--- config.mk ---
export PLATFORM = sky130hd
export DESIGN_NAME = lidar_sample_decode_filter_unit_flat
export DESIGN_NICKNAME = d
export VERILOG_FILES = /design/src/hw/rtl/lsdf_pkg.sv /design/src/hw/rtl/lsdf_if.sv /design/src/hw/rtl/lidar_sample_decode_filter_unit.sv /design/src/hw/rtl/lsdf_front.sv /design/src/hw/rtl/lsdf_queue.sv /design/src/hw/rtl/lsdf_back.sv /design/src/flat_wrapper.sv
export SDC_FILE = /design/constraint.sdc
export NUM_CORES = 1
export LEC_CHECK = 0
export ABC_AREA = 1
export BUFFER_PORTS_ARGS = -buffer_cell sky130_fd_sc_hd__buf_2
export CAP_MARGIN = 15
export CORE_ASPECT_RATIO = 1.1
export CORE_MARGIN = 1.5
export CORE_UTILIZATION = 60
export DETAILED_ROUTE_END_ITERATION = 8
export MAX_ROUTING_LAYER = met4
export PLACE_DENSITY = 0.77
export SYNTH_ARGS = -nofsm -noshare
export SYNTH_HDL_FRONTEND = slang
export SYNTH_HIERARCHICAL = 1
export SYNTH_SLANG_ARGS = --single-unit
--- constraint.sdc ---
create_clock -name clk -period 11.7 [get_ports clk]
set_clock_uncertainty 0.2 [all_clocks]
set_input_delay 2.34 -clock clk [delete_from_list [all_inputs] [get_ports clk]]
set_output_delay 2.34 -clock clk [all_outputs]
set_load 0.05 [all_outputs]
--- src/hw/rtl/lsdf_pkg.sv ---
// Shared types, constants and helpers for the lidar sample decode filter.
`timescale 1ns / 1ps

package lsdf_pkg;

	// Field widths
	localparam int DIST_W     = 16;
	localparam int ANGLE_W    = 16;
	localparam int STRENGTH_W = 8;
	localparam int SUM_W      = 18;
	localparam int CFG_IDX_W  = 3;
	localparam int CFG_DATA_W = 16;

	// Decode: distance_mm = 10 * raw - 145, modulo 2^16
	localparam logic [DIST_W-1:0] DIST_OFFSET = 16'd145;

	// Divide by three: floor(x * RECIP3 / 2^RECIP3_SHIFT) is exact for x < 2^19
	localparam int                RECIP3_W     = 19;
	localparam logic [RECIP3_W-1:0] RECIP3     = 19'd349526;
	localparam int                RECIP3_SHIFT = 20;
	localparam int                PROD_W       = SUM_W + RECIP3_W;

	// Register indexes
	localparam logic [CFG_IDX_W-1:0] REG_MIN_STRENGTH  = 3'd0;
	localparam logic [CFG_IDX_W-1:0] REG_MIN_DISTANCE  = 3'd1;
	localparam logic [CFG_IDX_W-1:0] REG_MAX_ANGLE     = 3'd2;
	localparam logic [CFG_IDX_W-1:0] REG_ANGLE_JUMP    = 3'd3;
	localparam logic [CFG_IDX_W-1:0] REG_DISTANCE_JUMP = 3'd4;

	// Register reset values
	localparam logic [STRENGTH_W-1:0] MIN_STRENGTH_RST  = 8'd60;
	localparam logic [DIST_W-1:0]     MIN_DISTANCE_RST  = 16'd300;
	localparam logic [ANGLE_W-1:0]    MAX_ANGLE_RST     = 16'd5760;
	localparam logic [ANGLE_W-1:0]    ANGLE_JUMP_RST    = 16'd2328;
	localparam logic [DIST_W-1:0]     DISTANCE_JUMP_RST = 16'd200;

	// Default depth of the command queue between front and back
	localparam int QUEUE_DEPTH_DEF = 4;

	// One classified record: up to three results, in order rot, held, new
	typedef struct packed {
		logic              rot_en;
		logic              rot_has;
		logic [DIST_W-1:0] rot_dist;
		logic              held_en;
		logic [DIST_W-1:0] held_dist;
		logic              new_en;
		logic              new_avg;   // new_val is a three-point sum to divide
		logic [SUM_W-1:0]  new_val;
	} lsdf_entry_t;

	function automatic logic [15:0] abs_diff16(input logic [15:0] a, input logic [15:0] b);
		return (a > b) ? (a - b) : (b - a);
	endfunction

endpackage

--- src/hw/rtl/lsdf_if.sv ---
// Channel interfaces: record input, result output and register write port.
`timescale 1ns / 1ps

interface lsdf_in_if;
	import lsdf_pkg::*;
	logic                  valid;
	logic                  ready;
	logic                  sync;
	logic [ANGLE_W-1:0]    angle_raw;
	logic [DIST_W-1:0]     distance_raw;
	logic [STRENGTH_W-1:0] strength;

	modport source(output valid, sync, angle_raw, distance_raw, strength, input ready);
	modport sink(input valid, sync, angle_raw, distance_raw, strength, output ready);
endinterface

interface lsdf_out_if;
	import lsdf_pkg::*;
	logic              valid;
	logic              ready;
	logic [DIST_W-1:0] distance_mm;
	logic              has_distance;
	logic              rotation_end;
	logic              last;

	modport source(output valid, distance_mm, has_distance, rotation_end, last, input ready);
	modport sink(input valid, distance_mm, has_distance, rotation_end, last, output ready);
endinterface

interface lsdf_cfg_if;
	import lsdf_pkg::*;
	logic                  valid;
	logic                  ready;
	logic [CFG_IDX_W-1:0]  index;
	logic [CFG_DATA_W-1:0] data;

	modport source(output valid, index, data, input ready);
	modport sink(input valid, index, data, output ready);
endinterface

--- src/hw/rtl/lidar_sample_decode_filter_unit.sv ---
// Lidar sample decode and run filter: top level.
// Path: results pass the command queue, the work register and the output register.
// Throughput: one record per cycle while the queue has room; each result leaves in turn.
// The back end emits one result per cycle while result.ready holds; the queue absorbs bursts.
// Reset: registers return to their defaults, filter history clears, queue empties.
`timescale 1ns / 1ps

module lidar_sample_decode_filter_unit #(
	parameter int QUEUE_DEPTH = lsdf_pkg::QUEUE_DEPTH_DEF
) (
	input  logic        clk,
	input  logic        arst_n,
	lsdf_in_if.sink     sample,
	lsdf_out_if.source  result,
	lsdf_cfg_if.sink    cfg
);
	import lsdf_pkg::*;

	logic        push;
	logic        q_full;
	logic        pop;
	logic        nonempty;
	lsdf_entry_t push_entry;
	lsdf_entry_t head;

	lsdf_front u_front (
		.clk    (clk),
		.arst_n (arst_n),
		.sample (sample),
		.cfg    (cfg),
		.q_full (q_full),
		.push   (push),
		.entry  (push_entry)
	);

	lsdf_queue #(
		.DEPTH (QUEUE_DEPTH)
	) u_queue (
		.clk        (clk),
		.arst_n     (arst_n),
		.push       (push),
		.push_entry (push_entry),
		.full       (q_full),
		.pop        (pop),
		.head       (head),
		.nonempty   (nonempty)
	);

	lsdf_back u_back (
		.clk      (clk),
		.arst_n   (arst_n),
		.head     (head),
		.nonempty (nonempty),
		.pop      (pop),
		.result   (result)
	);

endmodule

--- src/hw/rtl/lsdf_front.sv ---
// Front end: register file, record decode, acceptance test and run filter state.
`timescale 1ns / 1ps

module lsdf_front (
	input  logic                 clk,
	input  logic                 arst_n,
	lsdf_in_if.sink              sample,
	lsdf_cfg_if.sink             cfg,
	input  logic                 q_full,
	output logic                 push,
	output lsdf_pkg::lsdf_entry_t entry
);
	import lsdf_pkg::*;

	logic [STRENGTH_W-1:0] min_strength_q;
	logic [DIST_W-1:0]     min_distance_q;
	logic [ANGLE_W-1:0]    max_angle_q;
	logic [ANGLE_W-1:0]    angle_jump_q;
	logic [DIST_W-1:0]     distance_jump_q;

	logic [DIST_W-1:0]  dist_prev_q;
	logic [DIST_W-1:0]  dist_pp_q;
	logic [ANGLE_W-1:0] angle_prev_q;
	logic [1:0]         run_count_q;

	logic               fire;
	logic [DIST_W-1:0]  dist_dec;
	logic [DIST_W-1:0]  dp;
	logic [DIST_W-1:0]  dpp;
	logic [ANGLE_W-1:0] ap;
	logic [1:0]         rc;
	logic [1:0]         c_inc;
	logic               pass;
	logic               jump;
	logic               run_ext;

	// Register writes are always taken
	assign cfg.ready = 1'b1;

	always_ff @(posedge clk or negedge arst_n) begin
		if (!arst_n) begin
			min_strength_q  <= MIN_STRENGTH_RST;
			min_distance_q  <= MIN_DISTANCE_RST;
			max_angle_q     <= MAX_ANGLE_RST;
			angle_jump_q    <= ANGLE_JUMP_RST;
			distance_jump_q <= DISTANCE_JUMP_RST;
		end else if (cfg.valid) begin
			case (cfg.index)
				REG_MIN_STRENGTH:  min_strength_q  <= cfg.data[STRENGTH_W-1:0];
				REG_MIN_DISTANCE:  min_distance_q  <= cfg.data;
				REG_MAX_ANGLE:     max_angle_q     <= cfg.data;
				REG_ANGLE_JUMP:    angle_jump_q    <= cfg.data;
				REG_DISTANCE_JUMP: distance_jump_q <= cfg.data;
				default: ;
			endcase
		end
	end

	// Accept whenever the queue has room
	assign sample.ready = !q_full;
	assign fire         = sample.valid && !q_full;

	// Decode and classify; a sync clears the filter before the point is seen
	always_comb begin
		dist_dec = (sample.distance_raw << 3) + (sample.distance_raw << 1) - DIST_OFFSET;
		rc      = sample.sync ? 2'd0 : run_count_q;
		dp      = sample.sync ? '0 : dist_prev_q;
		dpp     = sample.sync ? '0 : dist_pp_q;
		ap      = sample.sync ? '0 : angle_prev_q;
		pass    = (sample.strength > min_strength_q) && (sample.angle_raw <= max_angle_q)
		          && (dist_dec >= min_distance_q);
		c_inc   = (rc == 2'd3) ? 2'd3 : rc + 2'd1;
		jump    = (abs_diff16(ap, sample.angle_raw) > angle_jump_q)
		          || (abs_diff16(dp, dist_dec) > distance_jump_q);
		run_ext = c_inc != 2'd1;

		entry.rot_en    = sample.sync;
		entry.rot_has   = run_count_q >= 2'd2;
		entry.rot_dist  = dist_prev_q;
		entry.held_en   = pass && run_ext && jump && (c_inc == 2'd3);
		entry.held_dist = dist_prev_q;
		entry.new_en    = pass && (!run_ext || jump || (c_inc == 2'd3));
		entry.new_avg   = pass && run_ext && !jump && (c_inc == 2'd3);
		entry.new_val   = entry.new_avg ? (SUM_W'(dpp) + SUM_W'(dp) + SUM_W'(dist_dec))
		                                : SUM_W'(dist_dec);
	end

	// Records that produce nothing are not queued
	assign push = fire && (entry.rot_en || entry.held_en || entry.new_en);

	// Filter history
	always_ff @(posedge clk or negedge arst_n) begin
		if (!arst_n) begin
			dist_prev_q  <= '0;
			dist_pp_q    <= '0;
			angle_prev_q <= '0;
			run_count_q  <= '0;
		end else if (fire) begin
			if (pass) begin
				dist_pp_q    <= dp;
				dist_prev_q  <= dist_dec;
				angle_prev_q <= sample.angle_raw;
				run_count_q  <= (run_ext && jump) ? 2'd0 : c_inc;
			end else if (sample.sync) begin
				dist_pp_q    <= '0;
				dist_prev_q  <= '0;
				angle_prev_q <= '0;
				run_count_q  <= '0;
			end
		end
	end

endmodule

--- src/hw/rtl/lsdf_queue.sv ---
// Command queue between front and back end.
`timescale 1ns / 1ps

module lsdf_queue #(
	parameter int DEPTH = lsdf_pkg::QUEUE_DEPTH_DEF
) (
	input  logic                  clk,
	input  logic                  arst_n,
	input  logic                  push,
	input  lsdf_pkg::lsdf_entry_t push_entry,
	output logic                  full,
	input  logic                  pop,
	output lsdf_pkg::lsdf_entry_t head,
	output logic                  nonempty
);
	import lsdf_pkg::*;

	localparam int PTR_W = (DEPTH > 1) ? $clog2(DEPTH) : 1;
	localparam int CNT_W = $clog2(DEPTH + 1);

	lsdf_entry_t      mem_q [DEPTH];
	logic [PTR_W-1:0] wr_ptr_q;
	logic [PTR_W-1:0] rd_ptr_q;
	logic [CNT_W-1:0] count_q;

	assign full     = count_q == CNT_W'(DEPTH);
	assign nonempty = count_q != '0;
	assign head     = mem_q[rd_ptr_q];

	// Storage
	always_ff @(posedge clk) begin
		if (push) begin
			mem_q[wr_ptr_q] <= push_entry;
		end
	end

	// Pointers and fill count
	always_ff @(posedge clk or negedge arst_n) begin
		if (!arst_n) begin
			wr_ptr_q <= '0;
			rd_ptr_q <= '0;
			count_q  <= '0;
		end else begin
			if (push) begin
				wr_ptr_q <= (wr_ptr_q == PTR_W'(DEPTH - 1)) ? '0 : wr_ptr_q + 1'b1;
			end
			if (pop) begin
				rd_ptr_q <= (rd_ptr_q == PTR_W'(DEPTH - 1)) ? '0 : rd_ptr_q + 1'b1;
			end
			if (push && !pop) begin
				count_q <= count_q + 1'b1;
			end else if (pop && !push) begin
				count_q <= count_q - 1'b1;
			end
		end
	end

`ifndef SYNTHESIS
	a_no_overflow: assert property (@(posedge clk) disable iff (!arst_n)
		push |-> !full) else $error("queue push while full");
	a_no_underflow: assert property (@(posedge clk) disable iff (!arst_n)
		pop |-> nonempty) else $error("queue pop while empty");
	a_count_up: assert property (@(posedge clk) disable iff (!arst_n)
		(push && !pop) |=> count_q == $past(count_q) + 1'b1) else $error("count not raised");
	a_count_down: assert property (@(posedge clk) disable iff (!arst_n)
		(pop && !push) |=> count_q == $past(count_q) - 1'b1) else $error("count not lowered");
`endif

endmodule

--- src/hw/rtl/lsdf_back.sv ---
// Back end: unpacks queued commands into result items, divides averages by three.
`timescale 1ns / 1ps

module lsdf_back (
	input  logic                  clk,
	input  logic                  arst_n,
	input  lsdf_pkg::lsdf_entry_t head,
	input  logic                  nonempty,
	output logic                  pop,
	lsdf_out_if.source            result
);
	import lsdf_pkg::*;

	localparam int PEND_ROT  = 0;
	localparam int PEND_HELD = 1;
	localparam int PEND_NEW  = 2;

	logic [2:0]        work_pend_q;
	logic              work_rot_has_q;
	logic [DIST_W-1:0] work_rot_dist_q;
	logic [DIST_W-1:0] work_held_q;
	logic [DIST_W-1:0] work_new_q;

	logic              out_valid_q;
	logic [DIST_W-1:0] out_dist_q;
	logic              out_has_q;
	logic              out_rot_q;
	logic              out_last_q;

	logic [PROD_W-1:0] prod;
	logic [DIST_W-1:0] new_dist;
	logic              out_free;
	logic              load_out;
	logic [2:0]        pend_after;
	logic [DIST_W-1:0] sel_dist;
	logic              sel_has;
	logic              sel_rot;

	// Divide the three-point sum by reciprocal multiply; registered into work_new_q
	assign prod     = PROD_W'(head.new_val) * PROD_W'(RECIP3);
	assign new_dist = head.new_avg ? prod[RECIP3_SHIFT +: DIST_W] : head.new_val[DIST_W-1:0];

	// Pick the next pending item in order rot, held, new
	always_comb begin
		pend_after = work_pend_q;
		sel_dist   = work_new_q;
		sel_has    = 1'b1;
		sel_rot    = 1'b0;
		if (work_pend_q[PEND_ROT]) begin
			pend_after[PEND_ROT] = 1'b0;
			sel_dist             = work_rot_has_q ? work_rot_dist_q : '0;
			sel_has              = work_rot_has_q;
			sel_rot              = 1'b1;
		end else if (work_pend_q[PEND_HELD]) begin
			pend_after[PEND_HELD] = 1'b0;
			sel_dist              = work_held_q;
		end else begin
			pend_after[PEND_NEW] = 1'b0;
		end
	end

	assign out_free = !out_valid_q || result.ready;
	assign load_out = out_free && (work_pend_q != '0);
	assign pop      = nonempty && ((work_pend_q == '0) || (load_out && (pend_after == '0)));

	// Work register: control
	always_ff @(posedge clk or negedge arst_n) begin
		if (!arst_n) begin
			work_pend_q <= '0;
		end else if (pop) begin
			work_pend_q <= {head.new_en, head.held_en, head.rot_en};
		end else if (load_out) begin
			work_pend_q <= pend_after;
		end
	end

	// Work register: payload
	always_ff @(posedge clk) begin
		if (pop) begin
			work_rot_has_q  <= head.rot_has;
			work_rot_dist_q <= head.rot_dist;
			work_held_q     <= head.held_dist;
			work_new_q      <= new_dist;
		end
	end

	// Output register
	always_ff @(posedge clk or negedge arst_n) begin
		if (!arst_n) begin
			out_valid_q <= 1'b0;
		end else if (load_out) begin
			out_valid_q <= 1'b1;
		end else if (result.ready) begin
			out_valid_q <= 1'b0;
		end
	end

	always_ff @(posedge clk) begin
		if (load_out) begin
			out_dist_q <= sel_dist;
			out_has_q  <= sel_has;
			out_rot_q  <= sel_rot;
			out_last_q <= pend_after == '0;
		end
	end

	assign result.valid        = out_valid_q;
	assign result.distance_mm  = out_dist_q;
	assign result.has_distance = out_has_q;
	assign result.rotation_end = out_rot_q;
	assign result.last         = out_last_q;

endmodule

--- src/flat_wrapper.sv ---
// flat-port wrapper written by rule: the top's interface ports become plain ports
module lidar_sample_decode_filter_unit_flat import lsdf_pkg::*;
#(
	parameter int QUEUE_DEPTH = lsdf_pkg::QUEUE_DEPTH_DEF
)
  (clk, arst_n, sample_valid, sample_sync, sample_angle_raw, sample_distance_raw, sample_strength, sample_ready, result_valid, result_distance_mm, result_has_distance, result_rotation_end, result_last, result_ready, cfg_valid, cfg_index, cfg_data, cfg_ready);
  lsdf_in_if sample_i ();
  lsdf_out_if result_i ();
  lsdf_cfg_if cfg_i ();
  input  logic clk;
  input  logic arst_n;
  input wire logic [$bits(sample_i.valid)-1:0] sample_valid;
  input wire logic [$bits(sample_i.sync)-1:0] sample_sync;
  input wire logic [$bits(sample_i.angle_raw)-1:0] sample_angle_raw;
  input wire logic [$bits(sample_i.distance_raw)-1:0] sample_distance_raw;
  input wire logic [$bits(sample_i.strength)-1:0] sample_strength;
  output wire logic [$bits(sample_i.ready)-1:0] sample_ready;
  output wire logic [$bits(result_i.valid)-1:0] result_valid;
  output wire logic [$bits(result_i.distance_mm)-1:0] result_distance_mm;
  output wire logic [$bits(result_i.has_distance)-1:0] result_has_distance;
  output wire logic [$bits(result_i.rotation_end)-1:0] result_rotation_end;
  output wire logic [$bits(result_i.last)-1:0] result_last;
  input wire logic [$bits(result_i.ready)-1:0] result_ready;
  input wire logic [$bits(cfg_i.valid)-1:0] cfg_valid;
  input wire logic [$bits(cfg_i.index)-1:0] cfg_index;
  input wire logic [$bits(cfg_i.data)-1:0] cfg_data;
  output wire logic [$bits(cfg_i.ready)-1:0] cfg_ready;
  assign sample_i.valid = sample_valid;
  assign sample_i.sync = sample_sync;
  assign sample_i.angle_raw = sample_angle_raw;
  assign sample_i.distance_raw = sample_distance_raw;
  assign sample_i.strength = sample_strength;
  assign sample_ready = sample_i.ready;
  assign result_valid = result_i.valid;
  assign result_distance_mm = result_i.distance_mm;
  assign result_has_distance = result_i.has_distance;
  assign result_rotation_end = result_i.rotation_end;
  assign result_last = result_i.last;
  assign result_i.ready = result_ready;
  assign cfg_i.valid = cfg_valid;
  assign cfg_i.index = cfg_index;
  assign cfg_i.data = cfg_data;
  assign cfg_ready = cfg_i.ready;
  lidar_sample_decode_filter_unit #(.QUEUE_DEPTH(QUEUE_DEPTH)) u_core (.clk(clk), .arst_n(arst_n), .sample(sample_i), .result(result_i), .cfg(cfg_i));
endmodule
==> impl_metrics.json <==
{
  "outcome": "finished clean",
  "syn_inst": 3673,
  "gp_congestion": 0.986,
  "synth_top_area_share_pct": 27.4,
  "cts_buffers": 43,
  "crit_path_start": "sample_distance_raw[0]",
  "gr-total-overflow": 0,
  "multi_input_area_um2": 15800,
  "antenna_found_initial": 0,
  "dp_hpwl_um": 54400,
  "first_pass_iters": 5,
  "rr_startpoint": "u_core/u_queue/rd_ptr_q[1]$_DFFE_PN0P_",
  "synth_top_area_cell": "edfxtp_1",
  "crit_path_start_kind": "primary input",
  "grt_usage_pct": 28.1,
  "worst_r2r_path_depth": 25,
  "nNetsFinal": 4228,
  "routed_wl_um": 72600,
  "syn-num-nets": 4204,
  "netlist_top_cells_area": "edfxtp_1 (27%), ha_1 (13%), nand2_1 (11%)",
  "regArea_um2": 12000,
  "drv_cap": 0,
  "cpMostUsedCell": "nand2_1",
  "cp_slowest_stage_delay_ns": 0.61,
  "post-synth-top-count-cell": "nand2_1",
  "cts.clk_slew.worst_paths_ns": 0.06,
  "ctsResizeCount": 0,
  "via_per_inst": 5.43,
  "critPathMaxFanout": 29,
  "synth_common_cells": "nand2_1 (918), inv_1 (776), ha_1 (340)",
  "htree_levels": 2,
  "fin_util_pct": 65.0,
  "cts_setup_buffers": 0,
  "synth-edff-count": 288,
  "synth-seq-area-share_pct": 38.0,
  "wl_per_cell_um": 16.5,
  "rsz0062_at_grt": "no",
  "drive_gt1_share_pct": 6.41,
  "r2r_slack_ns": 4.50,
  "std_cell_rows": 87,
  "crit_slowest_cell": "xor2_1",
  "vias": 23900,
  "fmax_mhz": 106,
  "ios": 87,
  "cts.hold.buffers_added": 0,
  "start_util_pct": 61.2,
  "initialDrtViolationCount": 1772,
  "syn-cell-area_um2": 31600,
  "clock_latency_ns": 0.58,
  "yosys_register_bits": 421,
  "cp.arrival_ns": 9.49,
  "fp.dieW_um": 222,
  "finalSetupViolCount": 0,
  "min_from": "u_core/u_front/angle_prev_q[3]$_DFFE_PN0P_",
  "die_h_um": 244,
  "crit_end": "u_core/u_queue/mem_q[1][14]$_DFFE_PP_",
  "finalSetupTns_ns": 0,
  "synth_warnings": 6,
  "syn_to_final_growth_pct": 6.34,
  "cp-end-kind": "register",
  "root_buffer": "clkbuf_16",
  "ys.flop_type": "edfxtp_1",
  "grt_pass1_wl_um": 117000,
  "clkSinkCount": 421,
  "cp.required_ns": 11.75,
  "hp-class": "register to register",
  "dieArea_um2": 54000,
  "fin_crit_ns": 9.44,
  "rr_endpoint": "u_core/u_back/work_new_q[1]$_DFFE_PP_",
  "post-route-period-util_pct": 80.7,
  "io_buffer_count": 84,
  "cts_tree": "yes",
  "ys_types": 55,
  "hold_viol": 0,
  "worst_pin_slew_ns": 1.09,
  "drv_slew": 0,
  "slew_headroom_pct": 26.8,
  "syn_avg_cell_area_um2": 8.59,
  "async_flop_share_pct": 31.6,
  "crit_type": "primary input to register",
  "grt_pass1_vias": 23100,
  "ant_nets": 0,
  "num-fill-cells": 4338,
  "drc": 0,
  "grt_max_degree": 143,
  "core_area_um2": 51600,
  "cts.path.max_buffers": 3
}
==> cells in the final DEF (no fill, tap or decap), drive strengths merged, types with 117 or more instances in the layout <==
master,count
ha,340
nor2,134
fa,126
inv,785
a21oi,134
o21ai,159
edfxtp,288
nand3,208
o211ai,117
nand2,931
==> worst min-delay path by stage <==
stage | end | slack [ns] | cells past startpoint
finish | u_core/u_front/angle_prev_q[3]$_DFFE_PN0P_ | 0.28 | 2
global route | u_core/u_front/angle_prev_q[10]$_DFFE_PN0P_ | 0.29 | 2
detailed placement | u_core/u_front/angle_prev_q[3]$_DFFE_PN0P_ | 0.26 | 2
CTS | u_core/u_front/angle_prev_q[3]$_DFFE_PN0P_ | 0.28 | 2
floorplan | u_core/u_back/result.rotation_end$_DFFE_PP_ | 0.23 | 0
global placement | u_core/u_queue/count_q[2]$_DFFE_PN0P_ | 0.25 | 2
==> cell families (layout without fill, tap and decap cells) <==
logic type	after synthesis	in the layout	synth area share (%)
adder cells (fa/ha/maj)	466	466	21.5
XOR/XNOR	80	80	2.22
other	1	2	0.0119
flip-flops	421	421	38.0
buffers and inverters	907	965	11.8
AND/OR/NAND/NOR	1317	1317	17.2
AO/OA/AOI/OAI	481	481	9.25
==> stage by stage <==
step / hold slack (ns) / worst slack (ns) / cells / instance area, um^2
floorplan: 0.226 / 3.01 / 3673 / 31600
global placement: 0.253 / 1.80 / 4318 / 32200
detailed placement: 0.265 / 1.69 / 4318 / 32200
CTS: 0.281 / 2.26 / 4397 / 33500
global route: 0.294 / 1.57 / 4398 / 33600
finish: 0.279 / 2.26 / 4399 / 33600
==> area by class of cell <==
cell class | count | area share (%)
inverters | 781 | 8.76
well taps | 667 | 2.49
diodes | 1 | 0.00746
flip-flops and latches | 421 | 35.8
clock inverters | 23 | 0.597
repair buffers | 105 | 1.80
clock buffers | 56 | 3.38
multi-input cells | 2345 | 47.2
==> worst max-delay path, delay by kind of cell <==
| family | cells | cell delay [ns] |
|---|---|---|
| buffers and inverters | 10 | 2.00 |
| adders and majority gates | 4 | 1.25 |
| and+or+nand+nor | 20 | 2.13 |
| xor gates and xnor gates | 1 | 0.61 |
| AOI/OAI and AO/OA | 7 | 1.12 |
==> state kept, by name, summed over array words and instances (netlist names) <==
signal,flops
u_core/u_back/work_pend_q,3
u_core/u_back/result.valid,1
u_core/u_front/run_count_q,2
u_core/u_back/result.rotation_end,1
u_core/u_queue/count_q,3
u_core/u_front/angle_prev_q,16
u_core/u_queue/wr_ptr_q,2
u_core/u_back/work_rot_has_q,1
u_core/u_back/result.last,1
u_core/u_back/result.has_distance,1
u_core/u_front/dist_prev_q,16
u_core/u_back/result.distance_mm,16
u_core/u_front/distance_jump_q,16
u_core/u_queue/mem_q,220
u_core/u_front/min_strength_q,8
u_core/u_front/angle_jump_q,16
u_core/u_front/dist_pp_q,16
u_core/u_back/work_new_q,16
u_core/u_back/work_held_q,16
u_core/u_front/min_distance_q,16
u_core/u_queue/rd_ptr_q,2
u_core/u_front/max_angle_q,16
u_core/u_back/work_rot_dist_q,16
==> layer usage <==
layer / track usage, % / vias up / routed length [um] / share of wire [%]
met2: 48.6 / 694 / 36300 / 50
met1: 34.4 / 11300 / 30600 / 42
met3: 2.94 / 125 / 3440 / 4.7
li1: - / 11800 / - / -
met5: - / - / 0 / 0
met4: 9.67 / 0 / 2310 / 3.2
Power is not shown: default switching activity piles up to over one toggle a cycle in this logic, so the estimate is an artifact.
